## src/sv/tkst_pkg.sv

```systemverilog
// shared types and constants for the top-k slowest tracker
`default_nettype none
package tkst_pkg;

    // fixed field widths of the item channels
    localparam int OP_W     = 2;
    localparam int NODE_W   = 32;
    localparam int BUCKET_W = 4;
    localparam int IN_TIME_W = 32;
    localparam int RIDX_W   = 3;
    localparam int PLACED_W = 3;
    localparam int COUNT_W  = 4;

    // configuration port
    localparam int APB_ADDR_W   = 3;
    localparam int APB_DATA_W   = 32;
    localparam logic [APB_ADDR_W-1:0] REG_PROF_EN_ADDR = 3'd0;

    // operation codes
    typedef enum logic [OP_W-1:0] {
        OP_RECORD = 2'd0,
        OP_READ   = 2'd1,
        OP_CLEAR  = 2'd2
    } t_op;

    // control broadcast to every cell of the row
    typedef struct packed {
        logic ins;
        logic clr;
    } t_cell_ctrl;

endpackage
`default_nettype wire

```

## src/sv/tkst_in_if.sv

```systemverilog
// input item channel of the tracker
`default_nettype none
interface tkst_in_if;
    import tkst_pkg::*;

    logic                 valid;
    logic                 ready;
    logic [OP_W-1:0]      operation;
    logic [NODE_W-1:0]    node_id;
    logic [BUCKET_W-1:0]  bucket;
    logic [IN_TIME_W-1:0] elapsed_time;
    logic [RIDX_W-1:0]    read_index;

    modport source (output valid, operation, node_id, bucket, elapsed_time, read_index,
                    input ready);
    modport sink (input valid, operation, node_id, bucket, elapsed_time, read_index,
                  output ready);
endinterface
`default_nettype wire

```

## src/sv/tkst_out_if.sv

```systemverilog
// result item channel of the tracker
`default_nettype none
interface tkst_out_if;
    import tkst_pkg::*;

    logic                 valid;
    logic                 ready;
    logic                 accepted;
    logic [PLACED_W-1:0]  placed_at;
    logic [COUNT_W-1:0]   entry_count;
    logic [NODE_W-1:0]    read_node;
    logic [BUCKET_W-1:0]  read_bucket;
    logic [IN_TIME_W-1:0] read_time;

    modport source (output valid, accepted, placed_at, entry_count, read_node, read_bucket,
                    read_time, input ready);
    modport sink (input valid, accepted, placed_at, entry_count, read_node, read_bucket,
                  read_time, output ready);
endinterface
`default_nettype wire

```

## src/sv/tkst_cell.sv

```systemverilog
// one slot of the sorted list: holds an entry, compares and shifts toward its neighbor
`default_nettype none
module tkst_cell #(
    parameter int TIME_BITS = 32
) (
    input  wire                            i_clk,
    input  wire                            i_rst_n,
    input  wire tkst_pkg::t_cell_ctrl      i_ctrl,
    input  wire [tkst_pkg::NODE_W-1:0]     i_node,
    input  wire [tkst_pkg::BUCKET_W-1:0]   i_bucket,
    input  wire [TIME_BITS-1:0]            i_time,
    input  wire                            i_prev_valid,
    input  wire                            i_prev_keep,
    input  wire [tkst_pkg::NODE_W-1:0]     i_prev_node,
    input  wire [tkst_pkg::BUCKET_W-1:0]   i_prev_bucket,
    input  wire [TIME_BITS-1:0]            i_prev_time,
    output logic                           o_valid,
    output logic                           o_keep,
    output logic [tkst_pkg::NODE_W-1:0]    o_node,
    output logic [tkst_pkg::BUCKET_W-1:0]  o_bucket,
    output logic [TIME_BITS-1:0]           o_time
);
    import tkst_pkg::*;

    logic                r_valid;
    logic [NODE_W-1:0]   r_node;
    logic [BUCKET_W-1:0] r_bucket;
    logic [TIME_BITS-1:0] r_time;

    // entry stays where it is when it is at least as slow as the new record
    assign o_keep = r_valid && (r_time >= i_time);

    // valid bit: cleared by reset and clear, set or shifted on insert
    always_ff @(posedge i_clk) begin
        if (!i_rst_n || i_ctrl.clr) begin
            r_valid <= 1'b0;
        end else if (i_ctrl.ins && !o_keep) begin
            r_valid <= i_prev_keep ? 1'b1 : i_prev_valid;
        end
    end

    // payload: take the new record at the insert point, the neighbor's entry below it
    always_ff @(posedge i_clk) begin
        if (i_ctrl.ins && !i_ctrl.clr && !o_keep) begin
            if (i_prev_keep) begin
                r_node   <= i_node;
                r_bucket <= i_bucket;
                r_time   <= i_time;
            end else begin
                r_node   <= i_prev_node;
                r_bucket <= i_prev_bucket;
                r_time   <= i_prev_time;
            end
        end
    end

    assign o_valid  = r_valid;
    assign o_node   = r_node;
    assign o_bucket = r_bucket;
    assign o_time   = r_time;
endmodule
`default_nettype wire

```

## src/sv/top_k_slowest_tracker_unit.sv

```systemverilog
// top-k slowest tracker: row of compare-and-shift cells behind an item handshake
// Keeps the DEPTH slowest timing records sorted from largest to smallest time.
// Input channel i_in carries one operation per item: record, read or clear.
// Output channel o_out returns exactly one result item for every input item:
// acceptance and insert position of a record, the entry count after the
// operation, and the entry read by a read operation (zeros otherwise).
// The result is registered at the edge that accepts the item. Throughput is one
// item per cycle while o_out does not stall; every cell of the row compares the
// new time against its own entry and shifts in parallel, so an insert is done
// in the accepting cycle. If o_out stalls, the result register holds and
// i_in.ready drops until the result is taken; nothing is lost or repeated.
// Reset (synchronous, active low) empties the list, clears the output
// valid bit and turns profiling off. The APB port holds one register at byte
// address 0 (bit 0: profiling enable); write it only while the block is idle.
`default_nettype none
module top_k_slowest_tracker_unit #(
    parameter int DEPTH     = 8,
    parameter int TIME_BITS = 32
) (
    input  wire                                i_clk,
    input  wire                                i_rst_n,
    tkst_in_if.sink                            i_in,
    tkst_out_if.source                         o_out,
    input  wire                                psel,
    input  wire                                penable,
    input  wire                                pwrite,
    input  wire [tkst_pkg::APB_ADDR_W-1:0]     paddr,
    input  wire [tkst_pkg::APB_DATA_W-1:0]     pwdata,
    output logic [tkst_pkg::APB_DATA_W-1:0]    prdata,
    output logic                               pready
);
    import tkst_pkg::*;

    localparam int CNT_W = $clog2(DEPTH + 1);

    logic                 r_prof_en;
    logic [CNT_W-1:0]     r_count;
    logic [CNT_W-1:0]     n_count;

    logic                 r_out_valid;
    logic                 r_accepted;
    logic [PLACED_W-1:0]  r_placed;
    logic [COUNT_W-1:0]   r_entry_count;
    logic [NODE_W-1:0]    r_rnode;
    logic [BUCKET_W-1:0]  r_rbucket;
    logic [IN_TIME_W-1:0] r_rtime;

    logic                 w_fire;
    logic [TIME_BITS-1:0] w_time;
    logic                 w_accept;
    t_cell_ctrl           w_ctrl;
    logic [PLACED_W-1:0]  w_placed;
    logic [NODE_W-1:0]    w_rnode;
    logic [BUCKET_W-1:0]  w_rbucket;
    logic [TIME_BITS-1:0] w_rtime;

    logic [DEPTH-1:0]     w_valid;
    logic [DEPTH-1:0]     w_keep;
    logic [NODE_W-1:0]    w_node   [DEPTH];
    logic [BUCKET_W-1:0]  w_bucket [DEPTH];
    logic [TIME_BITS-1:0] w_etime  [DEPTH];

    // configuration register
    assign pready = 1'b1;
    always_ff @(posedge i_clk) begin
        if (!i_rst_n) begin
            r_prof_en <= 1'b0;
        end else if (psel && penable && pwrite && paddr == REG_PROF_EN_ADDR) begin
            r_prof_en <= pwdata[0];
        end
    end
    assign prdata = (paddr == REG_PROF_EN_ADDR) ? APB_DATA_W'(r_prof_en) : '0;

    // handshake: take a new item whenever the result register is free or drains
    assign i_in.ready = !r_out_valid || o_out.ready;
    assign w_fire     = i_in.valid && i_in.ready;
    assign w_time     = TIME_BITS'(i_in.elapsed_time);

    // a record goes in unless ignored or the list is full of equal or slower entries
    assign w_accept = w_fire && (i_in.operation == OP_RECORD) && r_prof_en
                      && (i_in.node_id != '0) && (w_time != '0) && !w_keep[DEPTH-1];
    assign w_ctrl.ins = w_accept;
    assign w_ctrl.clr = w_fire && (i_in.operation == OP_CLEAR);

    // row of cells, each fed by its upper neighbor
    for (genvar g = 0; g < DEPTH; g++) begin : g_cell
        logic                 w_pv;
        logic                 w_pk;
        logic [NODE_W-1:0]    w_pn;
        logic [BUCKET_W-1:0]  w_pb;
        logic [TIME_BITS-1:0] w_pt;
        if (g == 0) begin : g_head
            assign w_pv = 1'b0;
            assign w_pk = 1'b1;
            assign w_pn = '0;
            assign w_pb = '0;
            assign w_pt = '0;
        end else begin : g_body
            assign w_pv = w_valid[g-1];
            assign w_pk = w_keep[g-1];
            assign w_pn = w_node[g-1];
            assign w_pb = w_bucket[g-1];
            assign w_pt = w_etime[g-1];
        end
        tkst_cell #(
            .TIME_BITS (TIME_BITS)
        ) u_cell (
            .i_clk         (i_clk),
            .i_rst_n       (i_rst_n),
            .i_ctrl        (w_ctrl),
            .i_node        (i_in.node_id),
            .i_bucket      (i_in.bucket),
            .i_time        (w_time),
            .i_prev_valid  (w_pv),
            .i_prev_keep   (w_pk),
            .i_prev_node   (w_pn),
            .i_prev_bucket (w_pb),
            .i_prev_time   (w_pt),
            .o_valid       (w_valid[g]),
            .o_keep        (w_keep[g]),
            .o_node        (w_node[g]),
            .o_bucket      (w_bucket[g]),
            .o_time        (w_etime[g])
        );
    end

    // insert position: the first cell that does not keep its entry
    always_comb begin
        w_placed = '0;
        for (int i = 0; i < DEPTH; i++) begin
            if (!w_keep[i] && (i == 0 || w_keep[(i > 0) ? i - 1 : 0])) begin
                w_placed = w_placed | PLACED_W'(i);
            end
        end
    end

    // read select: only valid cells answer, so an index past the count reads zeros
    always_comb begin
        w_rnode   = '0;
        w_rbucket = '0;
        w_rtime   = '0;
        for (int i = 0; i < DEPTH; i++) begin
            if (32'(i_in.read_index) == i && w_valid[i]) begin
                w_rnode   = w_node[i];
                w_rbucket = w_bucket[i];
                w_rtime   = w_etime[i];
            end
        end
    end

    // entry count after the operation
    always_comb begin
        n_count = r_count;
        if (w_ctrl.clr) begin
            n_count = '0;
        end else if (w_accept && r_count != CNT_W'(DEPTH)) begin
            n_count = r_count + 1'b1;
        end
    end

    always_ff @(posedge i_clk) begin
        if (!i_rst_n) begin
            r_count <= '0;
        end else begin
            r_count <= n_count;
        end
    end

    // result register
    always_ff @(posedge i_clk) begin
        if (!i_rst_n) begin
            r_out_valid <= 1'b0;
        end else if (w_fire) begin
            r_out_valid <= 1'b1;
        end else if (o_out.ready) begin
            r_out_valid <= 1'b0;
        end
    end

    always_ff @(posedge i_clk) begin
        if (w_fire) begin
            r_accepted    <= w_accept;
            r_placed      <= w_accept ? w_placed : '0;
            r_entry_count <= COUNT_W'(n_count);
            if (i_in.operation == OP_READ) begin
                r_rnode   <= w_rnode;
                r_rbucket <= w_rbucket;
                r_rtime   <= IN_TIME_W'(w_rtime);
            end else begin
                r_rnode   <= '0;
                r_rbucket <= '0;
                r_rtime   <= '0;
            end
        end
    end

    assign o_out.valid       = r_out_valid;
    assign o_out.accepted    = r_accepted;
    assign o_out.placed_at   = r_placed;
    assign o_out.entry_count = r_entry_count;
    assign o_out.read_node   = r_rnode;
    assign o_out.read_bucket = r_rbucket;
    assign o_out.read_time   = r_rtime;

    // count never exceeds the list depth
    a_count_range: assert property (@(posedge i_clk) disable iff (!i_rst_n)
        r_count <= CNT_W'(DEPTH))
        else $error("entry count beyond depth");

    // valid cells match the count
    a_count_valid: assert property (@(posedge i_clk) disable iff (!i_rst_n)
        $countones(w_valid) == 32'(r_count))
        else $error("valid cells disagree with count");

    // a clear empties the row
    a_clear_empties: assert property (@(posedge i_clk) disable iff (!i_rst_n)
        w_ctrl.clr |=> (r_count == '0 && w_valid == '0))
        else $error("list not empty after clear");

endmodule
`default_nettype wire

```

## src/flat_wrapper.sv

```systemverilog
// flat-port wrapper written by rule: the top's interface ports become plain ports
module top_k_slowest_tracker_unit_flat import tkst_pkg::*;
#(
    parameter int DEPTH     = 8,
    parameter int TIME_BITS = 32
)
  (i_clk, i_rst_n, psel, penable, pwrite, paddr, pwdata, prdata, pready, i_in_valid, i_in_operation, i_in_node_id, i_in_bucket, i_in_elapsed_time, i_in_read_index, i_in_ready, o_out_valid, o_out_accepted, o_out_placed_at, o_out_entry_count, o_out_read_node, o_out_read_bucket, o_out_read_time, o_out_ready);
  tkst_in_if i_in_i ();
  tkst_out_if o_out_i ();
  input  wire i_clk;
  input  wire i_rst_n;
  input  wire psel;
  input  wire penable;
  input  wire pwrite;
  input  wire [tkst_pkg::APB_ADDR_W-1:0] paddr;
  input  wire [tkst_pkg::APB_DATA_W-1:0] pwdata;
  output logic [tkst_pkg::APB_DATA_W-1:0] prdata;
  output logic pready;
  input wire logic [$bits(i_in_i.valid)-1:0] i_in_valid;
  input wire logic [$bits(i_in_i.operation)-1:0] i_in_operation;
  input wire logic [$bits(i_in_i.node_id)-1:0] i_in_node_id;
  input wire logic [$bits(i_in_i.bucket)-1:0] i_in_bucket;
  input wire logic [$bits(i_in_i.elapsed_time)-1:0] i_in_elapsed_time;
  input wire logic [$bits(i_in_i.read_index)-1:0] i_in_read_index;
  output wire logic [$bits(i_in_i.ready)-1:0] i_in_ready;
  output wire logic [$bits(o_out_i.valid)-1:0] o_out_valid;
  output wire logic [$bits(o_out_i.accepted)-1:0] o_out_accepted;
  output wire logic [$bits(o_out_i.placed_at)-1:0] o_out_placed_at;
  output wire logic [$bits(o_out_i.entry_count)-1:0] o_out_entry_count;
  output wire logic [$bits(o_out_i.read_node)-1:0] o_out_read_node;
  output wire logic [$bits(o_out_i.read_bucket)-1:0] o_out_read_bucket;
  output wire logic [$bits(o_out_i.read_time)-1:0] o_out_read_time;
  input wire logic [$bits(o_out_i.ready)-1:0] o_out_ready;
  assign i_in_i.valid = i_in_valid;
  assign i_in_i.operation = i_in_operation;
  assign i_in_i.node_id = i_in_node_id;
  assign i_in_i.bucket = i_in_bucket;
  assign i_in_i.elapsed_time = i_in_elapsed_time;
  assign i_in_i.read_index = i_in_read_index;
  assign i_in_ready = i_in_i.ready;
  assign o_out_valid = o_out_i.valid;
  assign o_out_accepted = o_out_i.accepted;
  assign o_out_placed_at = o_out_i.placed_at;
  assign o_out_entry_count = o_out_i.entry_count;
  assign o_out_read_node = o_out_i.read_node;
  assign o_out_read_bucket = o_out_i.read_bucket;
  assign o_out_read_time = o_out_i.read_time;
  assign o_out_i.ready = o_out_ready;
  top_k_slowest_tracker_unit #(.DEPTH(DEPTH), .TIME_BITS(TIME_BITS)) u_core (.i_clk(i_clk), .i_rst_n(i_rst_n), .i_in(i_in_i), .o_out(o_out_i), .psel(psel), .penable(penable), .pwrite(pwrite), .paddr(paddr), .pwdata(pwdata), .prdata(prdata), .pready(pready));
endmodule
```

## config.mk

```make
export PLATFORM = sky130hd
export DESIGN_NAME = top_k_slowest_tracker_unit_flat
export DESIGN_NICKNAME = d
export VERILOG_FILES = /design/src/sv/tkst_pkg.sv /design/src/sv/tkst_in_if.sv /design/src/sv/tkst_out_if.sv /design/src/sv/tkst_cell.sv /design/src/sv/top_k_slowest_tracker_unit.sv /design/src/flat_wrapper.sv
export SDC_FILE = /design/constraint.sdc
export NUM_CORES = 1
export LEC_CHECK = 0
export ABC_AREA = 1
export BUFFER_PORTS_ARGS = -buffer_cell sky130_fd_sc_hd__buf_2
export CORE_ASPECT_RATIO = 1.5
export CORE_UTILIZATION = 60
export CTS_CLUSTER_DIAMETER = 200
export CTS_CLUSTER_SIZE = 28
export DETAILED_ROUTE_END_ITERATION = 6
export PLACE_DENSITY = 0.79
export RECOVER_POWER = 100
export SYNTH_ARGS = -nofsm -noshare
export SYNTH_HDL_FRONTEND = slang
export SYNTH_SLANG_ARGS = --single-unit
export TNS_END_PERCENT = 10
```

## constraint.sdc

```tcl
create_clock -name i_clk -period 15.29 [get_ports i_clk]
set_input_delay 1.529 -clock i_clk [delete_from_list [all_inputs] [get_ports i_clk]]
set_output_delay 1.529 -clock i_clk [all_outputs]
set_load 0.005 [all_outputs]
```

### After elaboration in Yosys (flattened, before gate mapping)

Cells that the tools add are included.

* register bits after elaboration: 634

* $add $sub $neg: 1
* magnitude comparators: 8
* equality and inequality tests: 10
* mux-type cells: 64
* reduce and logical (&&, ||, !) cells: 70

Operator list (number)
* $mux W32: 30
* $ge A32 B32 Y1: 8
* $mux W4: 17
* $reduce_bool A32 Y1: 2
* $logic_and A1 B1 Y1: 51
* $eq A3 B3 Y1 const B: 4
* $mux W3: 4
* $logic_not A1 Y1: 11
* $mux W1: 11
* $eq A3 B2 Y1 const B: 2
* $logic_not A3 Y1: 2
* $add A4 B1 Y4 const B: 1
* $mux W2: 2
* $ne A4 B4 Y1 const B: 1
* $eq A3 B1 Y1 const B: 1
* $eq A2 B1 Y1 const B: 1
* $eq A2 B2 Y1 const B: 1
* $logic_not A2 Y1: 1
* $logic_or A1 B1 Y1: 2
* $reduce_bool A2 Y1: 1

### Logic depth before layout (Yosys ltp)

* depth after elaboration: 11
* gate-level depth with buffers: 20

### Hierarchy

Synthesis repeated with hierarchy kept, for this count alone.

* cell total of the unflattened synthesis: 3992
* area, all modules: 37867.6 µm²

Modules (own cells, without submodules)
* tkst_cell: instances 8, cells an instance 328, area an instance 3712.3 µm², seq. area each 2062.0 µm²
* top_k_slowest_tracker_unit: instances 1, cells an instance 1368, area an instance 8169.1 µm², seq. area each 2402.3 µm²

### Least setup slack after synthesis

No wires, ideal clock.

* path type: input to register
* from: input i_in_elapsed_time[9]
* to: register u_core.g_cell[1].u_cell.r_bucket[0] (enable)
* library setup time: 0.496 ns
* data arrival time: 5.879 ns
* setup slack: 8.915 ns
* stages: 14
* buffers on the path: 1
* cell sequence: clkinv_1 -> ha_1 -> nand2_1 -> inv_1 -> o21ai_0 -> nand2_1 -> a21oi_1 -> nand2_1 -> nand2_1 -> nand3_1 -> nand2_1 -> buf_2 -> inv_1 -> nor2_1

* word-level cells in the longest chain between the ends: 6
* elaborated cells on any way between the ends: 11
* those cells by class: order compare (2); reduce/logical (9)

RTL lines
* from (decl): line flat_wrapper.sv:23 `input wire logic [$bits(i_in_i.elapsed_time)-1:0] i_in_elapsed_time;`
* $ge A32 B32 Y1: line tkst_cell.sv:31 `assign o_keep = r_valid && (r_time >= i_time);`
* $logic_and A1 B1 Y1: line tkst_cell.sv:31
* $logic_not A1 Y1: line top_k_slowest_tracker_unit.sv:81 `&& (i_in.node_id != '0) && (w_time != '0) && !w_keep[DEPTH-1];`
* $logic_and A1 B1 Y1: line top_k_slowest_tracker_unit.sv:81
* $logic_and A1 B1 Y1: line tkst_cell.sv:44 `if (i_ctrl.ins && !i_ctrl.clr && !o_keep) begin`
* $logic_and A1 B1 Y1 *: line tkst_cell.sv:44
* to (signal assigned): line tkst_cell.sv:47 `r_bucket <= i_bucket;`
* to (signal assigned): line tkst_cell.sv:51 `r_bucket <= i_prev_bucket;`
* to (decl): line tkst_cell.sv:27 `logic [BUCKET_W-1:0] r_bucket;`

Mark *: on every way between the ends. The rest lies on a longest branch, timed or not.
A chain may end at the register's enable or synchronous reset.

### Final worst setup path

* from: input i_in_elapsed_time[27]
* to: register u_core.g_cell[0].u_cell.r_node[23] (enable)

* word-level cells in the longest chain between the ends: 6
* elaborated cells on any way between the ends: 11
* those cells by class: order compare (2); reduce/logical (9)

RTL lines
* $ge A32 B32 Y1: line tkst_cell.sv:31
* $logic_and A1 B1 Y1: line tkst_cell.sv:31
* $logic_not A1 Y1: line top_k_slowest_tracker_unit.sv:81
* $logic_and A1 B1 Y1: line top_k_slowest_tracker_unit.sv:81
* $logic_and A1 B1 Y1: line tkst_cell.sv:44
* $logic_and A1 B1 Y1 *: line tkst_cell.sv:44
* to (signal assigned): line tkst_cell.sv:46 `r_node <= i_node;`
* to (signal assigned): line tkst_cell.sv:50 `r_node <= i_prev_node;`
* to (decl): line tkst_cell.sv:26 `logic [NODE_W-1:0] r_node;`

Marked as above.

==> reports/qor.yml <==
outcome: "finished with violations"
violations: "capacitance limit, slew limit"
pin_count: 226
antenna_found_initial: 6
power_density_nw_per_um2: 80.75
cts_setup_buffers: 0
wl_mm: 102.8
nFillCells: 5034
start_util: 0.6080
ys_seq_area_frac: 0.5374
worst_ir_drop_vdd_uv: 95.00
netlist_instances: 3767
final_max_slew_viol_count: 1636
whs_ns: 0.5163
root_buffer: "clkbuf_16"
slew_headroom: -2.211
synth_top_area_cell: "edfxtp_1"
ant_nets: 0
rsz0062_at_grt: "false"
synth_top_area_frac: 0.5294
drt_pass1_iterations: 6
grt.overflow.total: 0
drive_gt1_frac: 0.03098
die_h_um: 298.5
cts.sinks: 634
area_growth_pct: 4.181
cts-buffers-inserted: 26
cp_max_fo: 66
wl_per_cell_um: 22.44
grt_start_max_net_pins: 105
hold_buffers: 0
rows: 108
finalCritPeriodShare: 0.6529
die_x_um: 199.7
grt_pass1_vias: 27090
vias: 28890
multiInputGateArea_um2: 14130
hp-class: "reg2reg"
cts_buffer_depth: 3
pre_cts_slack_ns: 9.228
syn_area_um2: 35160
clk_pin_slew_worst_paths_ns: 0.11
final_common_cell: "nand2_1"
drv_cap: 31
final.setup_skew_ns: 0.03111
placed_cell_area_um2: 36180
tightestPinTransition_ns: 4.817
path_class: "in2reg"
place_congestion: 0.9326
cts_tree: "done"
drc_errors: 0
regArea_um2: 18900
place_inst: 4531
syn_avg_cell_area_um2: 9.335
p_leak_nw: 15.65
fin_cells: 4580
clock_latency_ns: 0.63
nets: 4162
core_area_um2: 57840
crit_arrival_ns: 10.09
crit_path_start_kind: "input port"
clock.fmax_ghz: 0.1002
port_buffers: 162
synth.distinct_cells: 35
timing.final.ws_setup_ns: 5.307
drt_iter0_drc: 3217
vias_per_cell: 6.308
grt_pass1_wl_mm: 153.9
dieArea_um2: 59600
postCtsResizedCells: 0
htreeDepth: 1
layout_common_cells: "nand2_1 (1146), edfxtp_1 (620), o21ai_0 (537), ha_1 (258), inv_1 (252)"
ys_warn_count: 0
design_area_um2: 36640
setup_viol: 0
synthTopCellsByArea: "edfxtp_1 (53%), nand2_1 (12%), ha_1 (9.2%), o21ai_0 (7.0%), nand4_1 (3.0%)"
fin_crit_ns: 9.983
finalSetupTns_ns: 0
track_usage: 0.3439
hold_violations: 0
dp_hpwl_mm: 63.36
end_kind: "flop"
crit_required_ns: 15.40
synth_seq_cells: 634
layout make-up:
class / count / share of cell area
Clock buffer: 47 / 0.02049
Antenna cell: 1 / 0.00006831
Sequential cell: 634 / 0.5159
Multi-Input combinational cell: 2660 / 0.3856
Inverter: 273 / 0.02824
Timing Repair Buffer: 194 / 0.02309
Clock inverter: 1 / 0.0003074
Tap cell: 770 / 0.02630
critical path: stages:
cell	delay, ns
clkbuf_1	0.27
inv_1	0.34
ha_1	0.42
a21oi_1	0.18
o21ai_0	0.16
nand4_1	0.11
o211ai_1	0.11
a21oi_1	0.31
nand3_1	0.11
nand2_1	1.74
inv_1	0.21
nor2_1	1.20
clkbuf_1	3.35
where the power goes:
group	switching [W]	leakage (nW)	internal, W	total, W
Combinational	0.000127	9.51	0.0000469	0.000173
Sequential	0.00000355	5.77	0.00189	0.00190
Clock	0.000548	0.362	0.000339	0.000887
metal layers:
| layer | global-route usage | part of all wire |
|---|---|---|
| met5 | 0 | 0.00058 |
| met4 | 0.2563 | 0.079 |
| met3 | 0.04458 | 0.098 |
| met2 | 0.5532 | 0.47 |
| met1 | 0.4220 | 0.35 |
cells by family (layout without fill, tap and decap cells):
kind of cell / count (synthesis) / after routing / synth area share
compound gates: 777 / 777 / 0.1165
xor+xnor: 2 / 2 / 0.0004982
fa+ha+maj: 258 / 258 / 0.09180
buf+inv: 503 / 515 / 0.06390
flops: 634 / 634 / 0.5374
other cells: 2 / 33 / 0.0002136
simple gates: 1591 / 1591 / 0.1897
registers in the layout, indices dropped and copies added, names as in the netlist:
signal,cells
u_core.g_cell.u_cell.o_valid,8
u_core.o_out.entry_count,4
u_core.g_cell.u_cell.o_time,256
u_core.o_out.read_node,32
u_core.g_cell.u_cell.o_bucket,32
u_core.r_count,4
u_core.o_out.read_time,32
u_core.o_out.read_bucket,4
u_core.o_out.valid,1
u_core.o_out.accepted,1
u_core.o_out.placed_at,3
u_core.r_prof_en,1
u_core.g_cell.u_cell.o_node,256
cells in the mapped netlist:
cell	instances
a21o_1	5
a21oi_1	142
buf_1	4
buf_2	71
buf_4	38
buf_6	15
clkbuf_1	92
clkbuf_2	10
clkinv_1	6
conb_1	2
dfxtp_1	14
edfxtp_1	620
ha_1	258
inv_1	258
inv_2	8
inv_4	1
nand2_1	1136
nand2_2	9
nand2_4	1
nand3_1	142
nand4_1	167
nor2_1	107
nor2_2	3
nor3_1	11
nor3_2	4
nor4_1	11
o2111ai_1	1
o211ai_1	3
o21a_1	11
o21ai_0	490
o21ai_1	55
o21bai_1	2
o221ai_1	26
o22ai_1	42
xor2_1	2
stage by stage:
step / power, W / utilization
4_1_cts: 0.002956 / 0.6388
2_1_floorplan: 0.002042 / -
5_1_grt: 0.003020 / 0.6334
3_5_place_dp: 0.002112 / 0.6256
3_3_place_gp: 0.002106 / 0.6256
6_report: 0.002958 / 0.6334
final timing paths:
check,from,endpoint,slack (ns),cells past startpoint
setup / recovery,i_in_elapsed_time[27],u_core.g_cell[0].u_cell.o_node[23],5.31,13
hold / removal,u_core.r_prof_en,u_core.r_prof_en,0.52,2
setup reg to reg,u_core.g_cell[0].u_cell.o_time[25],u_core.g_cell[0].u_cell.o_node[23],6.43,11
hold reg to reg,u_core.r_prof_en,u_core.r_prof_en,0.52,2
Power figures use the tool's default switching activity.
